==> config.mk <==
export PLATFORM = sky130hd
export DESIGN_NAME = ordered_list_engine_unit
export DESIGN_NICKNAME = d
export VERILOG_FILES = /design/src/olist_pkg.sv /design/src/olist_dp.sv /design/src/olist_ctrl.sv /design/src/ordered_list_engine_unit.sv
export VERILOG_INCLUDE_DIRS = /design/src /design/src/src
export SDC_FILE = /design/constraint.sdc
export NUM_CORES = 1
export LEC_CHECK = 0
export CAP_MARGIN = 20
export CORE_MARGIN = 2
export CORE_UTILIZATION = 45
export CTS_BUF_LIST = sky130_fd_sc_hd__clkbuf_16
export CTS_CLUSTER_DIAMETER = 150
export DETAILED_ROUTE_END_ITERATION = 10
export DONT_BUFFER_PORTS = 1
export HOLD_SLACK_MARGIN = 0.02
export PLACE_DENSITY_LB_ADDON = 0.2
export SLEW_MARGIN = 20
export SYNTH_ARGS = -nofsm -noshare
export SYNTH_HDL_FRONTEND = slang
export SYNTH_SLANG_ARGS = --single-unit
==> constraint.sdc <==
create_clock -name clk -period 7.8 [get_ports clk]
set_clock_uncertainty 0.05 [all_clocks]
set_input_delay 0.39 -clock clk [delete_from_list [all_inputs] [get_ports clk]]
set_output_delay 0.39 -clock clk [all_outputs]
set_load 0.02 [all_outputs]
==> src/assert_macros.svh <==
// Assertion macros used by the list engine datapath.
`ifndef ASSERT_MACROS_SVH
`define ASSERT_MACROS_SVH

// Same-cycle implication, checked on every rising edge outside reset.
`define ASSERT_IMPLY(label, clk, rst, lhs, rhs) \
  label: assert property (@(posedge clk) disable iff (rst) (lhs) |-> (rhs)) \
    else $error("assertion failed: implication");

// Next-cycle implication, checked on every rising edge outside reset.
`define ASSERT_NEXT(label, clk, rst, lhs, rhs) \
  label: assert property (@(posedge clk) disable iff (rst) (lhs) |=> (rhs)) \
    else $error("assertion failed: next-cycle implication");

`endif

==> src/olist_pkg.sv <==
// Shared codes and controller/datapath interface types for the ordered list engine.
`default_nettype none

package olist_pkg;

  // Command codes carried in the request.
  localparam logic [2:0] MODE_INS_FRONT = 3'd0;
  localparam logic [2:0] MODE_INS_END   = 3'd1;
  localparam logic [2:0] MODE_INS_POS   = 3'd2;
  localparam logic [2:0] MODE_DEL_FIRST = 3'd3;
  localparam logic [2:0] MODE_DEL_LAST  = 3'd4;
  localparam logic [2:0] MODE_DEL_POS   = 3'd5;
  localparam logic [2:0] MODE_SEARCH    = 3'd6;
  localparam logic [2:0] MODE_READ_OUT  = 3'd7;

  // Result status codes.
  localparam logic [2:0] ST_OK        = 3'd0;
  localparam logic [2:0] ST_FULL      = 3'd1;
  localparam logic [2:0] ST_EMPTY     = 3'd2;
  localparam logic [2:0] ST_BAD_POS   = 3'd3;
  localparam logic [2:0] ST_NOT_FOUND = 3'd4;

  // Pointer operations.
  localparam logic [1:0] PTR_HOLD        = 2'd0;
  localparam logic [1:0] PTR_LOAD_COUNT  = 2'd1;
  localparam logic [1:0] PTR_LOAD_TARGET = 2'd2;
  localparam logic [1:0] PTR_STEP        = 2'd3;

  // Read address selection relative to the pointer.
  localparam logic [1:0] RD_AT   = 2'd0;
  localparam logic [1:0] RD_PREV = 2'd1;
  localparam logic [1:0] RD_NEXT = 2'd2;

  // Longest run of results a read out produces.
  localparam int RUN_LIMIT = 16;

  typedef struct packed {
    logic       capture;
    logic [1:0] ptr_op;
    logic       ptr_down;
    logic       rd_en;
    logic [1:0] rd_sel;
    logic       wr_en;
    logic       wr_item;
    logic       res_cap;
    logic       count_inc;
    logic       count_dec;
    logic       out_load;
    logic       out_run;
    logic [2:0] out_status;
  } olist_cmd_t;

  typedef struct packed {
    logic [2:0] mode;
    logic       full;
    logic       empty;
    logic       pos_bad;
    logic       at_target;
    logic       ptr_last;
    logic       run_last;
    logic       match;
    logic       out_free;
  } olist_stat_t;

endpackage

`default_nettype wire

==> src/olist_dp.sv <==
// Datapath of the ordered list engine: item memory, pointer, count and result register.
`default_nettype none
`include "assert_macros.svh"

module olist_dp import olist_pkg::*; #(
  parameter int CAPACITY   = 16,
  parameter int DATA_WIDTH = 32
) (
  input  wire logic        clk,
  input  wire logic        rst,
  input  wire logic [39:0] s_tdata,
  input  wire logic [2:0]  s_tuser,
  output logic             m_tvalid,
  input  wire logic        m_tready,
  output logic [47:0]      m_tdata,
  output logic [2:0]       m_tuser,
  output logic             m_tlast,
  input  wire olist_cmd_t  cmd,
  output olist_stat_t      stat
);

  localparam int ADDR_W = $clog2(CAPACITY);
  localparam int CNT_W  = $clog2(CAPACITY + 1);
  localparam int CMP_W  = ((CNT_W > 5) ? CNT_W : 5) + 1;

  logic [DATA_WIDTH-1:0] mem [CAPACITY];
  logic [DATA_WIDTH-1:0] rdata;
  logic [DATA_WIDTH-1:0] item;
  logic [2:0]            mode;
  logic [4:0]            pos;
  logic [CNT_W-1:0]      count;
  logic [CNT_W-1:0]      ptr;
  logic [31:0]           res_val;
  logic [4:0]            res_pos;
  logic [31:0]           out_val;
  logic [4:0]            out_pos;
  logic [4:0]            out_len;
  logic [2:0]            out_status;

  logic [CMP_W-1:0] cnt_w;
  logic [CMP_W-1:0] pos_w;
  logic [CMP_W-1:0] ptr_w;
  logic [CMP_W-1:0] ptr_inc;
  logic [CMP_W-1:0] target_w;
  logic [CMP_W-1:0] run_n;
  logic [CMP_W-1:0] raddr_w;
  logic [CNT_W-1:0] target;
  logic             out_free;
  logic             run_last;

  assign cnt_w   = CMP_W'(count);
  assign pos_w   = CMP_W'(pos);
  assign ptr_w   = CMP_W'(ptr);
  assign ptr_inc = ptr_w + 1'b1;
  assign run_n   = (cnt_w < CMP_W'(RUN_LIMIT)) ? cnt_w : CMP_W'(RUN_LIMIT);

  // Index of the target entry: where a delete, search or read out starts and where an insert places its item.
  always_comb begin
    case (mode)
      MODE_INS_END:                target_w = cnt_w;
      MODE_DEL_LAST:               target_w = cnt_w - 1'b1;
      MODE_INS_POS, MODE_DEL_POS:  target_w = pos_w - 1'b1;
      default:                     target_w = '0;
    endcase
  end
  assign target = CNT_W'(target_w);

  always_comb begin
    case (cmd.rd_sel)
      RD_PREV: raddr_w = ptr_w - 1'b1;
      RD_NEXT: raddr_w = ptr_inc;
      default: raddr_w = ptr_w;
    endcase
  end

  assign out_free = !m_tvalid || m_tready;
  assign run_last = ptr_inc >= run_n;

  always_comb begin
    stat.mode      = mode;
    stat.full      = count == CNT_W'(CAPACITY);
    stat.empty     = count == '0;
    stat.pos_bad   = (pos == 5'd0) ||
                     (pos_w > ((mode == MODE_INS_POS) ? cnt_w + 1'b1 : cnt_w));
    stat.at_target = ptr == target;
    stat.ptr_last  = ptr_inc >= cnt_w;
    stat.run_last  = run_last;
    stat.match     = rdata == item;
    stat.out_free  = out_free;
  end

  // Item memory: at most one write and one registered read per cycle, each on its own enable.
  always_ff @(posedge clk) begin
    if (cmd.wr_en) begin
      mem[ptr[ADDR_W-1:0]] <= cmd.wr_item ? item : rdata;
    end
    if (cmd.rd_en) begin
      rdata <= mem[raddr_w[ADDR_W-1:0]];
    end
  end

  always_ff @(posedge clk) begin
    if (cmd.capture) begin
      mode    <= s_tuser;
      pos     <= s_tdata[4:0];
      item    <= DATA_WIDTH'($signed(s_tdata[36:5]));
      res_val <= '0;
      res_pos <= '0;
    end else if (cmd.res_cap) begin
      res_val <= 32'(rdata);
      res_pos <= ptr_inc[4:0];
    end
  end

  always_ff @(posedge clk) begin
    if (rst) begin
      count <= '0;
      ptr   <= '0;
    end else begin
      if (cmd.count_inc) begin
        count <= count + 1'b1;
      end else if (cmd.count_dec) begin
        count <= count - 1'b1;
      end
      case (cmd.ptr_op)
        PTR_LOAD_COUNT:  ptr <= count;
        PTR_LOAD_TARGET: ptr <= target;
        PTR_STEP:        ptr <= cmd.ptr_down ? ptr - 1'b1 : ptr + 1'b1;
        default:         ptr <= ptr;
      endcase
    end
  end

  // Output register; a new result loads only when the old one has left.
  always_ff @(posedge clk) begin
    if (rst) begin
      m_tvalid <= 1'b0;
    end else if (cmd.out_load) begin
      m_tvalid <= 1'b1;
    end else if (m_tready) begin
      m_tvalid <= 1'b0;
    end
  end

  always_ff @(posedge clk) begin
    if (cmd.out_load) begin
      out_val    <= res_val;
      out_pos    <= res_pos;
      out_len    <= 5'(count);
      out_status <= cmd.out_status;
      m_tlast    <= cmd.out_run ? run_last : 1'b1;
    end
  end

  assign m_tdata = {6'd0, out_len, out_pos, out_val};
  assign m_tuser = out_status;

  `ASSERT_IMPLY(a_no_overwrite, clk, rst, cmd.out_load, out_free)
  `ASSERT_IMPLY(a_no_grow_when_full, clk, rst, cmd.count_inc, count < CNT_W'(CAPACITY))
  `ASSERT_IMPLY(a_read_in_list, clk, rst, cmd.rd_en && (cmd.rd_sel != RD_PREV),
                raddr_w < cnt_w)
  `ASSERT_NEXT(a_shrink_by_one, clk, rst, cmd.count_dec, count == $past(count) - 1'b1)

endmodule

`default_nettype wire

==> src/olist_ctrl.sv <==
// Controller state machine of the ordered list engine.
`default_nettype none

module olist_ctrl import olist_pkg::*; (
  input  wire logic        clk,
  input  wire logic        rst,
  input  wire logic        s_tvalid,
  output logic             s_tready,
  input  wire olist_stat_t stat,
  output olist_cmd_t       cmd
);

  localparam logic [4:0] S_IDLE    = 5'd0;
  localparam logic [4:0] S_DECODE  = 5'd1;
  localparam logic [4:0] S_UP_CHK  = 5'd2;
  localparam logic [4:0] S_UP_RD   = 5'd3;
  localparam logic [4:0] S_UP_WR   = 5'd4;
  localparam logic [4:0] S_PUT_NEW = 5'd5;
  localparam logic [4:0] S_DEL_RD  = 5'd6;
  localparam logic [4:0] S_DEL_CAP = 5'd7;
  localparam logic [4:0] S_DN_CHK  = 5'd8;
  localparam logic [4:0] S_DN_RD   = 5'd9;
  localparam logic [4:0] S_DN_WR   = 5'd10;
  localparam logic [4:0] S_SR_RD   = 5'd11;
  localparam logic [4:0] S_SR_CMP  = 5'd12;
  localparam logic [4:0] S_RO_RD   = 5'd13;
  localparam logic [4:0] S_RO_CAP  = 5'd14;
  localparam logic [4:0] S_RO_EMIT = 5'd15;
  localparam logic [4:0] S_FINISH  = 5'd16;

  logic [4:0] state;
  logic [4:0] state_next;
  logic [2:0] code;
  logic [2:0] code_next;

  assign s_tready = state == S_IDLE;

  always_comb begin
    state_next = state;
    code_next  = code;
    cmd        = '0;
    case (state)
      S_IDLE: begin
        if (s_tvalid) begin
          cmd.capture = 1'b1;
          state_next  = S_DECODE;
        end
      end
      S_DECODE: begin
        state_next = S_FINISH;
        case (stat.mode)
          MODE_INS_FRONT, MODE_INS_END, MODE_INS_POS: begin
            if (stat.full) begin
              code_next = ST_FULL;
            end else if (stat.mode == MODE_INS_POS && stat.pos_bad) begin
              code_next = ST_BAD_POS;
            end else begin
              cmd.ptr_op = PTR_LOAD_COUNT;
              state_next = S_UP_CHK;
            end
          end
          MODE_DEL_FIRST, MODE_DEL_LAST, MODE_DEL_POS: begin
            if (stat.empty) begin
              code_next = ST_EMPTY;
            end else if (stat.mode == MODE_DEL_POS && stat.pos_bad) begin
              code_next = ST_BAD_POS;
            end else begin
              cmd.ptr_op = PTR_LOAD_TARGET;
              state_next = S_DEL_RD;
            end
          end
          MODE_SEARCH: begin
            if (stat.empty) begin
              code_next = ST_EMPTY;
            end else begin
              cmd.ptr_op = PTR_LOAD_TARGET;
              state_next = S_SR_RD;
            end
          end
          default: begin
            if (stat.empty) begin
              code_next = ST_EMPTY;
            end else begin
              cmd.ptr_op = PTR_LOAD_TARGET;
              state_next = S_RO_RD;
            end
          end
        endcase
      end
      // Insert: move entries up one place from the tail down to the target.
      S_UP_CHK: begin
        state_next = stat.at_target ? S_PUT_NEW : S_UP_RD;
      end
      S_UP_RD: begin
        cmd.rd_en  = 1'b1;
        cmd.rd_sel = RD_PREV;
        state_next = S_UP_WR;
      end
      S_UP_WR: begin
        cmd.wr_en    = 1'b1;
        cmd.ptr_op   = PTR_STEP;
        cmd.ptr_down = 1'b1;
        state_next   = S_UP_CHK;
      end
      S_PUT_NEW: begin
        cmd.wr_en     = 1'b1;
        cmd.wr_item   = 1'b1;
        cmd.count_inc = 1'b1;
        code_next     = ST_OK;
        state_next    = S_FINISH;
      end
      // Delete: take the target entry, then move the rest down one place.
      S_DEL_RD: begin
        cmd.rd_en  = 1'b1;
        cmd.rd_sel = RD_AT;
        state_next = S_DEL_CAP;
      end
      S_DEL_CAP: begin
        cmd.res_cap = 1'b1;
        state_next  = S_DN_CHK;
      end
      S_DN_CHK: begin
        if (stat.ptr_last) begin
          cmd.count_dec = 1'b1;
          code_next     = ST_OK;
          state_next    = S_FINISH;
        end else begin
          state_next = S_DN_RD;
        end
      end
      S_DN_RD: begin
        cmd.rd_en  = 1'b1;
        cmd.rd_sel = RD_NEXT;
        state_next = S_DN_WR;
      end
      S_DN_WR: begin
        cmd.wr_en  = 1'b1;
        cmd.ptr_op = PTR_STEP;
        state_next = S_DN_CHK;
      end
      S_SR_RD: begin
        cmd.rd_en  = 1'b1;
        cmd.rd_sel = RD_AT;
        state_next = S_SR_CMP;
      end
      S_SR_CMP: begin
        if (stat.match) begin
          cmd.res_cap = 1'b1;
          code_next   = ST_OK;
          state_next  = S_FINISH;
        end else if (stat.ptr_last) begin
          code_next  = ST_NOT_FOUND;
          state_next = S_FINISH;
        end else begin
          cmd.ptr_op = PTR_STEP;
          state_next = S_SR_RD;
        end
      end
      S_RO_RD: begin
        cmd.rd_en  = 1'b1;
        cmd.rd_sel = RD_AT;
        state_next = S_RO_CAP;
      end
      S_RO_CAP: begin
        cmd.res_cap = 1'b1;
        state_next  = S_RO_EMIT;
      end
      S_RO_EMIT: begin
        if (stat.out_free) begin
          cmd.out_load   = 1'b1;
          cmd.out_run    = 1'b1;
          cmd.out_status = ST_OK;
          if (stat.run_last) begin
            state_next = S_IDLE;
          end else begin
            cmd.ptr_op = PTR_STEP;
            state_next = S_RO_RD;
          end
        end
      end
      S_FINISH: begin
        if (stat.out_free) begin
          cmd.out_load   = 1'b1;
          cmd.out_status = code;
          state_next     = S_IDLE;
        end
      end
      default: begin
        state_next = S_IDLE;
      end
    endcase
  end

  always_ff @(posedge clk) begin
    if (rst) begin
      state <= S_IDLE;
      code  <= ST_OK;
    end else begin
      state <= state_next;
      code  <= code_next;
    end
  end

endmodule

`default_nettype wire

==> src/ordered_list_engine_unit.sv <==
// Top level of the ordered list engine: controller plus datapath.
//
//   channel  direction  handshake          payload
//   s_*      in         tvalid / tready    tuser: mode; tdata: position, value
//   m_*      out        tvalid / tready    tuser: status; tdata: value, position, length
//
// Each command walks the list one entry at a time over one memory port: insert moves
// entries up from the tail, delete moves the entries after the target down, search
// probes from the head and read out emits the entries from the head in order.
// Reset is synchronous and active high; it empties the list and drops any result.
// A result waits in the output register; when it is not taken the engine stalls at
// its next result and does not take a new request before the last result is loaded.
`default_nettype none

module ordered_list_engine_unit import olist_pkg::*; #(
  parameter int CAPACITY   = 16,
  parameter int DATA_WIDTH = 32
) (
  input  wire logic        clk,
  input  wire logic        rst,
  input  wire logic        s_tvalid,
  output logic             s_tready,
  input  wire logic [39:0] s_tdata,   // position[4:0], value[36:5], zero pad
  input  wire logic [2:0]  s_tuser,   // mode[2:0]
  output logic             m_tvalid,
  input  wire logic        m_tready,
  output logic [47:0]      m_tdata,   // item_value[31:0], item_position[36:32],
                                      // list_length[41:37], zero pad
  output logic [2:0]       m_tuser,   // status[2:0]
  output logic             m_tlast
);

  olist_cmd_t  cmd;
  olist_stat_t stat;

  olist_ctrl u_ctrl (
    .clk      (clk),
    .rst      (rst),
    .s_tvalid (s_tvalid),
    .s_tready (s_tready),
    .stat     (stat),
    .cmd      (cmd)
  );

  olist_dp #(
    .CAPACITY   (CAPACITY),
    .DATA_WIDTH (DATA_WIDTH)
  ) u_dp (
    .clk      (clk),
    .rst      (rst),
    .s_tdata  (s_tdata),
    .s_tuser  (s_tuser),
    .m_tvalid (m_tvalid),
    .m_tready (m_tready),
    .m_tdata  (m_tdata),
    .m_tuser  (m_tuser),
    .m_tlast  (m_tlast),
    .cmd      (cmd),
    .stat     (stat)
  );

endmodule

`default_nettype wire

Yosys cells after proc, flatten, opt, wreduce, memory -nomap -nowiden --
Memory sizes are Yosys's and may differ from the RTL's. A register that Yosys moved wholly into a read port is not among the register bits. Cells that the tools add are included.
Operators by class: add/subtract/negate cells 9, magnitude comparators 4, equality and inequality tests 38, muxes and demuxes 66, reductions and logical operators 23
Operators with widths (count):
- 5-bit two-way mux | 17
- 5-bit one-hot mux with 16 select lines | 1
- 5-bit one-hot mux with 3 select lines | 3
- 5-bit by 4-bit equality test with 1-bit output, second input constant | 8
- 32-bit equality test | 1
- 32-bit two-way mux | 1
- 3-bit two-way mux | 10
- 5-bit by 3-bit equality test with 1-bit output, second input constant | 4
- 5-bit by 1-bit subtractor with 5-bit output, second input constant | 4
- 2-bit two-way mux | 8
- 5-bit logical NOT | 3
- 1-bit two-way mux | 15
- 5-bit by 1-bit adder with 6-bit output, second input constant | 2
- 6-bit by 5-bit greater-or-equal comparator with 1-bit output | 2
- 3-bit one-hot mux with 2 select lines | 2
- 3-bit one-hot mux with 4 select lines | 1
- 3-bit OR reduction | 4
- 5-bit by 1-bit adder with 5-bit output, second input constant | 2
- 5-bit by 2-bit equality test with 1-bit output, second input constant | 2
- 5-bit equality test, second input constant | 2
- 3-bit equality test, second input constant | 3
- 3-bit one-hot mux with 3 select lines | 1
- 4-bit by 3-bit != test with 1-bit output, second input constant | 2
- 2-bit one-hot mux with 4 select lines | 1
- other kinds (28) | 41
Word-level totals: register bits after elaboration 142, RAM bits 512, bits of input ports 47, output and inout bits 54, memories kept 1
Memory list:
- u_dp.mem | depth 16, width 32, rd ports 1, clocked after memory_dff 1, wr ports 1, line olist_dp.sv:26 | logic [DATA_WIDTH-1:0] mem [CAPACITY];

Longest topological paths before layout --
Gate-level depths: netlist (run 1).
word-level depth 11, mapped depth 12, gate-level depth less buffers 12

Cells and area by module --
From an unflattened synthesis (run 1), not the netlist that was laid out.
Unflattened totals: cells, all modules 2428, area, all modules 32849.0 sq um
By module, submodules not included:
- olist_dp | times used 1, cells an instance 2301, area each 31899.3 sq um, sequential area each 19879.1 sq um
- olist_ctrl | times used 1, cells an instance 127, area each 949.7 sq um, sequential area each 160.2 sq um

Worst setup path after synthesis (run 1) --
No wires, ideal clock.
kind reg2reg, start reg u_ctrl.state[1], end mem u_dp.mem[2][0] (enable), arrival time 3451 ps, data required time 7289 ps, path slack 3838 ps, cell stages (with the launch flop) 7, path buffers 1, period minus slack after synthesis 3962 ps, cells stage by stage dfxtp_1 -> clkbuf_1 -> nor2b_1 -> a21oi_1 -> nor2_1 -> nand2_1 -> nor3_1
Between the ends: longest elaborated chain between the ends 5, elaborated cells between the ends (all ways) 7, those cells by class eq/ne: 3; mux: 3; reduce/logical: 1
Ends and longest elaborated chain:
- from (decl) | line olist_ctrl.sv:31 | logic [4:0] state;
- from (signal assigned) | line olist_ctrl.sv:199 | state <= state_next;
- 5-bit by 3-bit equality test with 1-bit output / 5-bit by 4-bit equality test with 1-bit output (equally long branches) | line olist_ctrl.sv:42 | case (state)
- 3-bit OR reduction (no source line) (*)
- 1-bit two-way mux (*) | line olist_ctrl.sv:42
- 1-bit two-way mux (*) | line olist_dp.sv:94 | if (cmd.wr_en) begin
- 1-bit two-way mux (*) | line olist_dp.sv:95 | mem[ptr[ADDR_W-1:0]] <= cmd.wr_item ? item : rdata;
- to (decl) | line olist_dp.sv:26
Every way passes the cells marked *; elsewhere a longest branch is shown, timed or not.

Worst setup path in the final report (run 1) --
start reg u_ctrl.state[3], end reg u_dp.rdata[9] (read register of u_dp.mem) (data pin)
Between the ends: longest elaborated chain between the ends 5, elaborated cells between the ends (all ways) 10, those cells by class eq/ne: 7; mux: 2; reduce/logical: 1
Ends and longest elaborated chain:
- 5-bit by 3-bit equality test with 1-bit output / 5-bit by 4-bit equality test with 1-bit output (equally long branches) | line olist_ctrl.sv:42
- 3-bit OR reduction (no source line)
- 3-bit one-hot mux with 3 select lines (*) | line olist_ctrl.sv:42
- 2-bit equality test / 2-bit by 1-bit equality test with 1-bit output (equally long branches) | line olist_dp.sv:69 | case (cmd.rd_sel)
- 4-bit one-hot mux with 2 select lines | line olist_dp.sv:69
- to (decl) | line olist_dp.sv:27 | logic [DATA_WIDTH-1:0] rdata;
Marks and branches as above. A chain may end at the register's enable or synchronous reset.

==> results of run 1 <==
-- layout make-up --
class                   instances  area (µm²)
repair buffers                 72       693.2
clock inverters                59       456.7
fillers                      4907       29810
multi-input cells             759        7450
well taps                     790       988.4
clock buffers                  75        1877
flip-flops and latches        686       20040
inverters                      16       60.06
-- critical path: stages, from the launching register on --
cell	delay, ns
dfxtp_1	0.72
nor2b_1	0.49
o21ai_1	0.19
xnor2_2	0.21
buf_12	0.67
buf_4	0.60
mux4_2	0.58
mux2i_1	0.17
mux2i_1	0.09
-- logic make-up (layout without fill, tap and decap cells) --
family,count (synthesis),in the layout
DFF,686,686
and+or+nand+nor,301,301
muxes,265,265
AOI/OAI and AO/OA,106,106
buffers and inverters,95,222
xor gates and xnor gates,55,55
adders and majority gates,26,26
other,1,6
-- layout by cell type (no fill, tap or decap), types with 5 or more instances in the layout --
cell type	count
clkbuf_16	75
inv_2	6
nor4_1	11
a31oi_1	5
bufinv_16	6
nor2b_1	15
nand3_1	11
xnor2_1	17
a211o_1	6
mux2i_1	137
a21oi_1	19
clkinv_1	13
a32oi_1	5
nor2_4	14
edfxtp_1	630
dlygate4sd3_1	43
and2_1	7
and3_1	6
nor3_2	6
mux4_2	128
nand2b_1	10
inv_1	28
nand2_1	125
conb_1	6
or3_1	7
buf_4	26
ha_1	25
nor2_1	57
nor3_1	6
o21ai_1	9
nand4_1	6
clkinv_2	16
dfxtp_1	56
o21ai_0	12
a221oi_1	6
xor2_1	35
-- power groups by stage --
stage                     combinational [mW]  clock, mW  sequential [mW]
final                                   2.46       3.37             4.62
after global routing                    2.68       3.58             4.65
after detailed placement                2.46          0             4.70
after global placement                  2.44          0             4.70
after floorplan                         1.94          0             4.59
after CTS                               2.50       3.44             4.63
-- stage by stage --
| stage | cell area (µm²) | hold slack, ns | instances | utilization |
|---|---|---|---|---|
| finish | 31560 | 0.1394 | 2457 | 0.5143 |
| global route | 31560 | 0.1203 | 2457 | 0.5143 |
| CTS | 31540 | 0.09834 | 2456 | 0.5139 |
| detailed placement | 28770 | 0.3655 | 2279 | 0.4688 |
| global placement | 28770 | 0.3682 | 2279 | 0.4688 |
| floorplan | 27840 | 0.3529 | 1540 | - |
-- metal layers --
| layer | global-route usage | vias to the layer above |
|---|---|---|
| met5 | 0 | - |
| met4 | 0.05647 | 0 |
| met3 | 0.03172 | 70 |
| met2 | 0.3371 | 413 |
| met1 | 0.2821 | 7535 |
| li1 | - | 6220 |
-- worst min path at each step --
stage	start	endpoint	slack, ns	depth (start not counted)
2_1_floorplan	u_dp.count[4]	u_dp.out_len[4]	0.35	0
3_3_place_gp	u_dp.res_val[20]	u_dp.out_val[20]	0.37	0
3_5_place_dp	u_dp.res_val[2]	u_dp.out_val[2]	0.37	0
4_1_cts	m_tready	u_dp.m_tlast	0.1	2
5_1_grt	m_tready	u_dp.m_tlast	0.12	2
6_report	m_tready	u_dp.m_tlast	0.14	2
-- flip-flops by register name (all words and copies together), names as in the netlist --
name	flops
u_dp.m_tuser	3
u_dp.out_pos	5
u_dp.rdata	32
u_dp.count	5
u_dp.ptr	5
u_dp.mem	512
u_dp.item	32
u_dp.m_tlast	1
u_dp.mode	3
u_dp.res_pos	5
u_dp.m_tvalid	1
u_dp.res_val	32
u_ctrl.code	3
u_dp.out_val	32
u_dp.pos	5
u_dp.out_len	5
u_ctrl.state	5
==> impl_metrics.json, run 1 <==
{
  "status": "finished, final reports clean",
  "met1_length_mm": 27.93,
  "grt_pass1_wl_mm": 93.97,
  "synthTopCellsByCount": "630 x edfxtp_1, 137 x mux2i_1, 128 x mux4_2",
  "num_rows": 91,
  "finalCritPeriodShare": 0.5272,
  "avgSynthCellArea_um2": 18.13,
  "dpl.hpwl_mm": 33.80,
  "die_height_um": 252.7,
  "grt_pass1_vias": 14252,
  "core_region_area_mm2": 0.06137,
  "start_util": 0.4534,
  "grt_max_degree": 129,
  "wl_met2_mm": 31.87,
  "fin_ws_ns": 3.688,
  "drive_gt1_frac": 0.1800,
  "cts_tree": "yes",
  "track_usage": 0.2038,
  "crit_type": "flop to flop",
  "wl_met3_mm": 3.238,
  "ir_worst_vdd_v": 0.0002622,
  "power.switching_mw": 3.042,
  "synth_top_area_share": 0.6799,
  "async_flop_share": 0,
  "end_kind": "flop",
  "dieArea_mm2": 0.06383,
  "fmax_mhz": 243.2,
  "powerDensity_mw_per_mm2": 331.3,
  "vias": 14238,
  "wire_per_inst_um": 26.15,
  "cp.arrival_ns": 4.39,
  "die_w_um": 252.7,
  "r2r_slack_ns": 3.69,
  "muxShareOfSynthArea": 0.1529,
  "clock_path_buffers": 3,
  "pwr-share-seq": 0.442,
  "comb_power_share": 0.235,
  "setup.worst_path.start": "u_ctrl.state[3]",
  "r2r-start": "u_ctrl.state[3]",
  "wirelength_mm": 64.25,
  "synth_top_family_by_area": "multiplexers",
  "nets": 1681,
  "drtPass1Iterations": 5,
  "insertion_delay_ns": 0.61,
  "synth-simple-area-share": 0.05131,
  "p_sw_frac": 0.2910,
  "via_per_inst": 5.795,
  "gp_congestion": 0.8414,
  "post_cts_buffers": 0,
  "post-synth-top-count-cell": "edfxtp_1",
  "antenna_found_initial": 0,
  "synth_compound_area_frac": 0.02680,
  "worst-slew-pin-transition_ns": 1.016,
  "rsz0062_at_grt": "no",
  "slew_headroom": 0.3164,
  "yosys_warnings": 0,
  "p_int_mw": 7.414,
  "maxCapViolations": 0,
  "setup_tns_ns": 0,
  "synth_top_cell_by_area": "edfxtp_1",
  "synth-seq-cells": 686,
  "drt_iter0_drc": 1146,
  "route.top_layer_used": "met4",
  "cts_inserted_buffers": 73,
  "antenna_cells": 0,
  "period_minus_slack_ns": 4.112,
  "setup.worst_path.end": "u_dp.rdata[9]",
  "crit_path_start_kind": "flop",
  "synth_edf_count": 630,
  "port_buffers": 0,
  "io_pins": 101,
  "leakagePower_nw": 10.27,
  "synth_adder_area_share": 0.01196,
  "syn_inst": 1535,
  "area_growth_pct": 13.45,
  "clkPwrFrac": 0.323,
  "reg2reg_to": "u_dp.rdata[9]",
  "overflow": 0,
  "setup_viol": 0,
  "ys_seq_area_frac": 0.7202,
  "crit_path_max_fanout": 103,
  "maxSlewViolCount": 0,
  "ctsRootBufferMaster": "clkbuf_16",
  "mappedNetlistArea_mm2": 0.02782,
  "drc_errors": 0,
  "clk_pin_slew_ns": 0.06,
  "postRouteAntennaNets": 0,
  "cts_resized": 0,
  "ys_types": 67,
  "dp_worst_setup_slack_ns": 3.615,
  "ys.flop_type": "edfxtp_1",
  "critical_path_required_ns": 8.08,
  "finalHoldViolCount": 0,
  "synthTopCellsByArea": "edfxtp_1 68%, mux4_2 10%, mux2i_1 4.9%, dfxtp_1 4.0%, nand2_1 1.7%",
  "clkSinkCount": 686,
  "ff2ff_path_depth": 8,
  "ctsHoldBuffers": 43,
  "htreeDepth": 3,
  "fin_total_pwr_mw": 10.46,
  "synth_xor_xnor_area_share": 0.01799,
  "hp-class": "input port to flop"
}
Power figures use the tool's default switching activity.
==> run 2, diff against run 1 <==
==> constraint.sdc (replaced) <==
create_clock -name clk -period 3.6 [get_ports clk]
set_clock_uncertainty 0.05 [all_clocks]
set_input_delay 0.18 -clock clk [delete_from_list [all_inputs] [get_ports clk]]
set_output_delay 0.18 -clock clk [all_outputs]
set_load 0.02 [all_outputs]
==> run 2 against run 1 <==
Wire length increased by 0.18%. Clock power grew 110%. Core utilization up 0.80 points. Register-to-register slack got worse by 3.4 ns. Power up 120%. Global-route usage is 0.065 points higher. Via count down 0.13%. Combinational power grew 130%. Non-clock buffer count increased by 39. Final cell count increased by 1.5%. Highest routed layer unchanged. Die area unchanged. First-iteration DRC count grew 1.9%.
==> impl_metrics.json, run 2 (synthesis results as in run 1) <==
{
  "grt_pass1_wl_mm": 94.04,
  "wirelength_mm": 64.36,
  "cts_inserted_buffers": 72,
  "port_buffers": 0,
  "start_util": 0.4534,
  "final_common_cell": "edfxtp_1",
  "dpl.hpwl_mm": 37.13,
  "final_area_mm2": 0.03205,
  "gp_congestion": 0.8436,
  "ir_worst_vdd_v": 0.0004633,
  "num-fill-cells": 4865,
  "setup.worst_path.start": "u_dp.mode[1]",
  "dp_worst_setup_slack_ns": 0.3030,
  "post_cts_buffers": 0,
  "r2r_slack_ns": 0.30,
  "die_w_um": 252.7,
  "grt_max_degree": 75,
  "io_pins": 101,
  "final_cell_mix": "630 x edfxtp_1, 137 x mux2i_1, 128 x mux4_2, 125 x nand2_1, 73 x clkbuf_16",
  "hold_start": "s_tdata[26]",
  "dieArea_mm2": 0.06383,
  "rsz0062_at_grt": "no",
  "ctsRootBufferMaster": "clkbuf_16",
  "slew_headroom": 0.2994,
  "status": "finished, final reports clean",
  "setup_tns_ns": 0,
  "critical_path_required_ns": 4.00,
  "fmax_mhz": 302.9,
  "fin_ws_ns": 0.2989,
  "grt_pass1_vias": 14311,
  "via_per_inst": 5.704,
  "place_area_mm2": 0.02932,
  "drc_errors": 0,
  "reg2reg_to": "u_dp.ptr[3]",
  "crit_path_max_fanout": 10,
  "setup_viol": 0,
  "insertion_delay_ns": 0.62,
  "num_rows": 91,
  "vias": 14220,
  "cp.arrival_ns": 3.70,
  "largest_reg_flops": 512,
  "finalCritPeriodShare": 0.9170,
  "cts_tree": "yes",
  "crit_type": "flop to flop",
  "postRouteAntennaNets": 0,
  "period_minus_slack_ns": 3.301,
  "leakagePower_nw": 10.48,
  "clk_pin_slew_ns": 0.06,
  "antenna_found_initial": 0,
  "maxSlewViolCount": 0,
  "overflow": 0,
  "core_region_area_mm2": 0.06137,
  "setup.worst_path.end": "u_dp.ptr[3]",
  "worst-slew-pin-transition_ns": 1.051,
  "die_height_um": 252.7,
  "drt_iter0_drc": 1168,
  "maxCapViolations": 0,
  "finalHoldViolCount": 0,
  "crit_path_start_kind": "flop",
  "wire_per_inst_um": 25.82,
  "clkSinkCount": 686,
  "r2r-start": "u_dp.mode[1]",
  "hp-class": "input port to flop",
  "ff2ff_path_depth": 12,
  "drtPass1Iterations": 5,
  "end_kind": "flop",
  "fin_total_pwr_mw": 22.86,
  "track_usage": 0.2044,
  "powerDensity_mw_per_mm2": 713.3,
  "nets": 1719,
  "clock_path_buffers": 3,
  "htreeDepth": 3,
  "drive_gt1_frac": 0.1932,
  "area_growth_pct": 15.20,
  "antenna_cells": 0
}
## run 2: cell count changes in the layout (fill, tap and decap cells not counted), sizes merged
cell      previous run  this run
clkbuf              75        73
clkinv              31        25
bufinv               6         7
buf                 29        68
inv                 37        40
clkinvlp             1         2
## run 2: worst min path at each step
stage	endpoint	depth (start not counted)
floorplan	u_dp.item[0]	0
global placement	u_ctrl.state[4]	1
detailed placement	u_dp.m_tvalid	1
CTS	u_dp.item[30]	1
global route	u_dp.item[23]	1
finish	u_dp.item[21]	1
## run 2: routing by layer
metal / track usage / wire length (µm)
met3: 0.03553 / 3250
met2: 0.3307 / 31590
met5: 0 / 0
met4: 0.06086 / 1282
met1: 0.2856 / 28240
## run 2: cell type report
class                           instances  area [µm²]  area share
Clock inverter                         58       476.7     0.01487
Sequential cell                       686       20040      0.6252
Inverter                               16       60.06    0.001874
Timing Repair Buffer                  111        1191     0.03716
Clock buffer                           73        1827     0.05699
Multi-Input combinational cell        759        7470      0.2330
Tap cell                              790       988.4     0.03084
## run 2: power breakdown
part           total [mW]  switching, mW  internal [mW]
combinational        5.75           3.20           2.56
clock                7.24           3.04           4.20
sequential           9.87          0.388           9.48
## run 2: critical path: stages (launching register included)
cell and delay, ns:
edfxtp_1 0.36, inv_2 0.10, nor3_2 0.44, nand4_1 0.18, xnor2_1 0.18, ha_1 0.31
and3_1 0.18, o21ai_1 0.06, and3_1 0.19, o2111ai_1 0.24, nand2_1 0.24, nor3_1 0.43
a221oi_1 0.16
## run 2: metrics by stage
step | hold slack, ns | cells | utilization
floorplan | 0.2289 | 1540 | -
global placement | 0.2045 | 2319 | 0.4777
detailed placement | 0.2039 | 2319 | 0.4777
CTS | 0.1006 | 2493 | 0.5223
global route | 0.1214 | 2493 | 0.5223
finish | 0.1388 | 2493 | 0.5223
## run 2: what timing repair did
action                     in CTS  in global routing
hold endpoints to repair       60                  0
hold buffers                   43                  0
resized for setup               0                  1
setup endpoints to repair       0                  4
